--- src/rtl/skt_pkg.sv ---
// Shared types and constants for the sorted key table.
// No dependencies; imported by the controller, datapath, top level and checker.
package skt_pkg;

  localparam int CAPACITY = 8;
  localparam int IDX_W    = (CAPACITY > 1) ? $clog2(CAPACITY) : 1;
  localparam int CNT_W    = $clog2(CAPACITY + 1);
  localparam int KEY_W    = 11;
  localparam int TAG_W    = 8;
  localparam int POS_W    = 3;
  localparam int OCNT_W   = 4;

  localparam logic MODE_INSERT = 1'b0;
  localparam logic MODE_DELETE = 1'b1;

  typedef enum logic [1:0] {
    ST_DONE    = 2'd0,
    ST_FULL    = 2'd1,
    ST_DUP     = 2'd2,
    ST_MISSING = 2'd3
  } status_t;

  typedef enum logic [1:0] {
    S_IDLE,
    S_SCAN,
    S_UPDATE
  } state_t;

  // controller -> datapath
  typedef struct packed {
    logic load;
    logic step;
    logic commit;
  } skt_cmd_t;

  // datapath -> controller
  typedef struct packed {
    logic scan_stop;
  } skt_stat_t;

endpackage

--- src/rtl/skt_ctrl.sv ---
// Sequencer for the sorted key table: accept, scan, update, result handoff.
// Depends on skt_pkg; drives skt_datapath through skt_cmd_t.
module skt_ctrl
  import skt_pkg::*;
(
  input  logic      clk,
  input  logic      rst,
  input  logic      in_valid,
  output logic      in_stall,
  output logic      out_valid,
  input  logic      out_stall,
  input  skt_stat_t stat,
  output skt_cmd_t  cmd
);

  state_t state, state_next;
  logic   out_valid_next;

  // state and result-valid registers
  always_ff @(posedge clk) begin
    if (rst) begin
      state     <= S_IDLE;
      out_valid <= 1'b0;
    end else begin
      state     <= state_next;
      out_valid <= out_valid_next;
    end
  end

  // next state and commands
  always_comb begin
    state_next     = state;
    cmd            = '0;
    in_stall       = 1'b1;
    out_valid_next = out_valid && out_stall;
    case (state)
      S_IDLE: begin
        in_stall = 1'b0;
        if (in_valid) begin
          cmd.load   = 1'b1;
          state_next = S_SCAN;
        end
      end
      S_SCAN: begin
        if (stat.scan_stop) begin
          state_next = S_UPDATE;
        end else begin
          cmd.step = 1'b1;
        end
      end
      S_UPDATE: begin
        // result register must be free or draining this cycle
        if (!out_valid || !out_stall) begin
          cmd.commit     = 1'b1;
          out_valid_next = 1'b1;
          state_next     = S_IDLE;
        end
      end
      default: begin
        state_next = S_IDLE;
      end
    endcase
  end

endmodule

--- src/rtl/skt_datapath.sv ---
// Entry storage, scan compare, shift cells and result register of the table.
// Depends on skt_pkg; sequenced by skt_ctrl.
module skt_datapath
  import skt_pkg::*;
(
  input  logic              clk,
  input  logic              rst,
  input  skt_cmd_t          cmd,
  output skt_stat_t         stat,
  input  logic              mode,
  input  logic [KEY_W-1:0]  time_key,
  input  logic [TAG_W-1:0]  client_tag,
  output status_t           status,
  output logic [POS_W-1:0]  position,
  output logic [OCNT_W-1:0] entry_count,
  output logic              is_empty,
  output logic              is_full
);

  logic [KEY_W-1:0] key_store [CAPACITY];
  logic [TAG_W-1:0] tag_store [CAPACITY];
  logic [KEY_W-1:0] key_next  [CAPACITY];
  logic [TAG_W-1:0] tag_next  [CAPACITY];
  logic [CNT_W-1:0] count, count_next;

  logic             op_mode;
  logic [KEY_W-1:0] op_key;
  logic [TAG_W-1:0] op_tag;
  logic [CNT_W-1:0] scan_idx;

  logic [KEY_W-1:0] rd_key;
  logic             scan_end, hit, table_full, do_ins, do_del;
  status_t          res_status_next;

  // scan compare: one entry per cycle, the table is sorted so the first
  // entry not below the key is both the match point and the insert point
  assign rd_key     = key_store[scan_idx[IDX_W-1:0]];
  assign scan_end   = (scan_idx == count);
  assign hit        = !scan_end && (rd_key == op_key);
  assign table_full = (count == CNT_W'(CAPACITY));
  assign stat.scan_stop = scan_end || (rd_key >= op_key);

  assign do_ins = cmd.commit && (op_mode == MODE_INSERT) && !hit && !table_full;
  assign do_del = cmd.commit && (op_mode == MODE_DELETE) && hit;

  // command capture and scan index
  always_ff @(posedge clk) begin
    if (cmd.load) begin
      op_mode  <= mode;
      op_key   <= time_key;
      op_tag   <= client_tag;
      scan_idx <= '0;
    end else if (cmd.step) begin
      scan_idx <= scan_idx + 1'b1;
    end
  end

  // one shift cell per entry: open a gap at the scan point or close one
  for (genvar i = 0; i < CAPACITY; i++) begin : g_cell
    logic [KEY_W-1:0] prev_key, succ_key;
    logic [TAG_W-1:0] prev_tag, succ_tag;

    if (i > 0) begin : g_prev
      assign prev_key = key_store[i-1];
      assign prev_tag = tag_store[i-1];
    end else begin : g_first
      assign prev_key = key_store[i];
      assign prev_tag = tag_store[i];
    end

    if (i < CAPACITY - 1) begin : g_succ
      assign succ_key = key_store[i+1];
      assign succ_tag = tag_store[i+1];
    end else begin : g_last
      assign succ_key = key_store[i];
      assign succ_tag = tag_store[i];
    end

    always_comb begin
      key_next[i] = key_store[i];
      tag_next[i] = tag_store[i];
      if (do_ins) begin
        if (scan_idx == CNT_W'(i)) begin
          key_next[i] = op_key;
          tag_next[i] = op_tag;
        end else if (scan_idx < CNT_W'(i)) begin
          key_next[i] = prev_key;
          tag_next[i] = prev_tag;
        end
      end else if (do_del) begin
        if (scan_idx <= CNT_W'(i)) begin
          key_next[i] = succ_key;
          tag_next[i] = succ_tag;
        end
      end
    end

    always_ff @(posedge clk) begin
      key_store[i] <= key_next[i];
      tag_store[i] <= tag_next[i];
    end
  end

  // entry count
  always_comb begin
    count_next = count;
    if (do_ins) begin
      count_next = count + 1'b1;
    end else if (do_del) begin
      count_next = count - 1'b1;
    end
  end

  always_ff @(posedge clk) begin
    if (rst) begin
      count <= '0;
    end else begin
      count <= count_next;
    end
  end

  // result status; duplicate check takes priority over full
  always_comb begin
    if (op_mode == MODE_INSERT) begin
      if (hit) begin
        res_status_next = ST_DUP;
      end else if (table_full) begin
        res_status_next = ST_FULL;
      end else begin
        res_status_next = ST_DONE;
      end
    end else begin
      res_status_next = hit ? ST_DONE : ST_MISSING;
    end
  end

  // result register, loaded on commit
  always_ff @(posedge clk) begin
    if (cmd.commit) begin
      status      <= res_status_next;
      position    <= (res_status_next == ST_DONE) ? POS_W'(scan_idx) : '0;
      entry_count <= OCNT_W'(count_next);
      is_empty    <= (count_next == '0);
      is_full     <= (count_next == CNT_W'(CAPACITY));
    end
  end

endmodule

--- src/rtl/sorted_key_table.sv ---
// Sorted key table: up to CAPACITY (key, tag) entries in ascending key order.
// One command at a time: the scan checks one entry per cycle up to the key's
// sorted position p (0..count), then the shift and the result are committed
// together, held back while a stalled result still occupies the result register.
// The next command is taken only after the commit; all entries shift at once.
// Synchronous reset empties the table; entry contents are not cleared.
module sorted_key_table
  import skt_pkg::*;
(
  input  logic              clk,
  input  logic              rst,
  input  logic              in_valid,
  output logic              in_stall,
  input  logic              mode,
  input  logic [KEY_W-1:0]  time_key,
  input  logic [TAG_W-1:0]  client_tag,
  output logic              out_valid,
  input  logic              out_stall,
  output logic [1:0]        status,
  output logic [POS_W-1:0]  position,
  output logic [OCNT_W-1:0] entry_count,
  output logic              is_empty,
  output logic              is_full
);

  skt_cmd_t  cmd;
  skt_stat_t stat;
  status_t   res_status;

  skt_ctrl u_ctrl (
    .clk       (clk),
    .rst       (rst),
    .in_valid  (in_valid),
    .in_stall  (in_stall),
    .out_valid (out_valid),
    .out_stall (out_stall),
    .stat      (stat),
    .cmd       (cmd)
  );

  skt_datapath u_datapath (
    .clk         (clk),
    .rst         (rst),
    .cmd         (cmd),
    .stat        (stat),
    .mode        (mode),
    .time_key    (time_key),
    .client_tag  (client_tag),
    .status      (res_status),
    .position    (position),
    .entry_count (entry_count),
    .is_empty    (is_empty),
    .is_full     (is_full)
  );

  assign status = res_status;

endmodule

--- config.mk ---
export PLATFORM = sky130hd
export DESIGN_NAME = sorted_key_table
export DESIGN_NICKNAME = d
export VERILOG_FILES = /design/src/rtl/skt_pkg.sv /design/src/rtl/skt_ctrl.sv /design/src/rtl/skt_datapath.sv /design/src/rtl/sorted_key_table.sv
export SDC_FILE = /design/constraint.sdc
export NUM_CORES = 1
export LEC_CHECK = 0
export BUFFER_PORTS_ARGS = -buffer_cell sky130_fd_sc_hd__buf_2
export CAP_MARGIN = 10
export CORE_MARGIN = 2
export CORE_UTILIZATION = 65
export CTS_CLUSTER_SIZE = 24
export DETAILED_ROUTE_END_ITERATION = 8
export MAX_ROUTING_LAYER = met4
export PLACE_DENSITY_LB_ADDON = 0.12
export RECOVER_POWER = 50
export SYNTH_ARGS = -nofsm -noshare
export SYNTH_HDL_FRONTEND = slang
export SYNTH_SLANG_ARGS = --single-unit
export TNS_END_PERCENT = 5
--- constraint.sdc ---
create_clock -name clk -period 6.6 [get_ports clk]
set_input_delay 0.33 -clock clk [delete_from_list [all_inputs] [get_ports clk]]
set_output_delay 0.33 -clock clk [all_outputs]
set_load 0.005 [all_outputs]
==> impl_metrics.env <==
export IMPL_synth_seq_cells=125
export IMPL_synthCells=592
export IMPL_status="finished, final reports clean"
export IMPL_areaGrowthSynthToFinish_pct=12.5
export IMPL_gr_total_overflow=0
export IMPL_cp_max_fo=12
export IMPL_ys_seq_area_share_pct=53.4
export IMPL_slew_headroom_pct=31.5
export IMPL_syn_area_per_cell_um2=11.4
export IMPL_cts_inserted_buffers=17
export IMPL_antenna_found_initial=0
export IMPL_die_x_um=106
export IMPL_grt_pass1_wl_um=25000
export IMPL_finalSetupViolCount=0
export IMPL_clockBufferDepth=2
export IMPL_cts_root_buf="clkbuf_8"
export IMPL_antennaDiodeCount=0
export IMPL_r2r_slack_ps=1320
export IMPL_async_reset_ff_share_pct=0
export IMPL_worst_pin_slew_ps=1030
export IMPL_dp_cells=729
export IMPL_synth_edf_count=111
export IMPL_slowest_stage="dfxtp_1"
export IMPL_cts_sinks=125
export IMPL_hold_buffers=12
export IMPL_ant_nets=0
export IMPL_hpwl_um=9910
export IMPL_dr_pass1_iters=5
export IMPL_fin_crit_ps=5280
export IMPL_hold_viol=0
export IMPL_drc_errors=0
export IMPL_cts_resized=0
export IMPL_layout_common_cells="edfxtp_1 (111), nor2_1 (102), a21oi_1 (95)"
export IMPL_pin_count=37
export IMPL_required_ps=6760
export IMPL_cts_reportedPaths_clkPinSlew_ps=60
export IMPL_final_setup_tns_ps=0
export IMPL_synth_warnings=0
export IMPL_max_stage_delay_ps=820
export IMPL_gp_congestion=0.832
export IMPL_hold_path_end="u_datapath.count[2]"
export IMPL_slew_violations=0
export IMPL_floorplan_rows=37
export IMPL_endpoint_kind="register"
export IMPL_yosys_cell_types_count=46
export IMPL_fmax_mhz=190
export IMPL_netlist_area_um2=6770
export IMPL_pre_cts_ws_ps=1870
export IMPL_critPathKind="reg -> reg"
export IMPL_crit_arrival_ps=5440
export IMPL_crit_chain="buf_4 > mux4_2 > mux2_2 > ha_1 > nand4_1 > nor3_1 > and3b_1 > nor2_1 > nor3b_1 > clkbuf_1"
export IMPL_powerDensity_nw_per_um2=254
export IMPL_rsz0062_at_grt="false"
export IMPL_mostFrequentLayoutCell="edfxtp_1"
export IMPL_fin_ws_ps=1320
export IMPL_start_kind="register"
export IMPL_whs_path_depth=2
export IMPL_n_fill_cell=711
export IMPL_synthFlopType="edfxtp_1"
export IMPL_grt_max_degree=110
export IMPL_post_cts_buffers=0
export IMPL_period_share_pct=79.9
export IMPL_fp_coreArea_um2=10200
export IMPL_num_vias=4838
export IMPL_leakage_nw=2.71
export IMPL_clock_skew_ps=8.04
export IMPL_crit_family="simple AND/OR/NAND/NOR gates"
export IMPL_r2r_cells=10
export IMPL_min_from="rst"
export IMPL_die_area_um2=11200
export IMPL_initialDrtViolationCount=434
export IMPL_timing_hold_ws_ps=69.5
export IMPL_initial_core_util_pct=66.1
export IMPL_max_cap_viol_count=0
export IMPL_path_buf_inv=2
export IMPL_finalPower_mw=1.93
export IMPL_wirelength_um=15900
export IMPL_htree_levels=4
export IMPL_peakVddDrop_uv=238
export IMPL_nets=665
export IMPL_tritoncts="built"
export IMPL_rr_endpoint="u_datapath.key_store[6][6]"
export IMPL_track_usage_pct=30.9
export IMPL_fin_cells=773
export IMPL_grt_pass1_vias=4723
export IMPL_wl_per_cell_um=20.6
export IMPL_drive_gt1_share_pct=15.4
export IMPL_viasPerCell=6.26
export IMPL_port_buffers=28
export IMPL_syn_nets=633
export IMPL_hold_class="in -> reg"
export IMPL_worstSkewPairLatency_ps=530
export IMPL_chipHeight_um=106
-- synthesized netlist by cell type (all sizes together), types with 7 or more instances --
cell type / instances / area [µm²]
buf: 22 / 133
edfxtp: 111 / 3330
nor2: 102 / 385
mux4: 22 / 495
mux2: 13 / 150
o21ai: 21 / 105
ha: 17 / 213
dfxtp: 14 / 280
a21oi: 97 / 485
nand2: 34 / 135
inv: 20 / 75.1
xnor2: 7 / 61.3
mux2i: 50 / 500
clkbuf: 15 / 56.3
-- power by group --
part | internal (mW) | total (mW) | switching, mW
combinational | 0.0588 | 0.150 | 0.0914
clock | 0.530 | 0.858 | 0.328
sequential | 0.900 | 0.926 | 0.0266
-- stage by stage --
| stage | area, µm² | utilization, % |
|---|---|---|
| floorplan | 6770 | - |
| global placement | 7010 | 68.5 |
| detailed placement | 7010 | 68.5 |
| CTS | 7660 | 74.8 |
| global route | 7610 | 74.4 |
| finish | 7610 | 74.4 |
-- how the worst max path moves through the flow --
stage | startpoint | endpoint | cells past startpoint
floorplan | register | u_datapath.key_store[5][0] | 9
detailed placement | register | u_datapath.key_store[5][10] | 10
CTS | register | u_datapath.key_store[5][10] | 10
finish | register | u_datapath.key_store[6][6] | 10
global placement | register | u_datapath.key_store[5][10] | 10
global route | register | u_datapath.key_store[6][6] | 10
-- cell type report --
| type | count | area (µm²) | share of cell area, % |
|---|---|---|---|
| Inverter | 20 | 75.1 | 0.986 |
| Clock buffer | 22 | 433 | 5.69 |
| Timing Repair Buffer | 50 | 317 | 4.16 |
| Clock inverter | 10 | 97.6 | 1.28 |
| Multi-Input combinational cell | 410 | 2910 | 38.2 |
| Tap cell | 136 | 170 | 2.23 |
| Sequential cell | 125 | 3610 | 47.5 |
-- kinds of logic (layout without fill, tap and decap cells) --
family	after synthesis	after routing	synth area share (%)
AND/OR/NAND/NOR	169	169	11.2
AO/OA/AOI/OAI	130	130	10.3
flip-flops	125	125	53.4
multiplexers	85	85	16.9
buffers and inverters	57	102	3.90
adder cells (fa/ha/maj)	17	17	3.14
XOR/XNOR	9	9	1.17
-- metal layers --
layer  part of all wire [%]  wire, µm  up-vias  global-route usage, %
met3                    7.9      1250       29                   6.87
met1                     41      6580     2355                   41.4
met4                    1.7       270        0                   9.40
li1                       -         -     2238                      -
met2                     49      7800      216                   48.1
met5                      0         0        -                      -
-- state kept, by name, summed over array words and instances (netlist names), named ones only --
register                cells
u_ctrl.out_valid            1
u_datapath.key_store       88
u_datapath.op_mode          1
u_datapath.position         3
u_datapath.is_empty         1
u_datapath.status           2
u_datapath.entry_count      4
u_datapath.op_key          11
u_datapath.count            4
u_datapath.scan_idx         4
u_datapath.is_full          1
u_ctrl.state                2
Power figures use the tool's default switching activity.
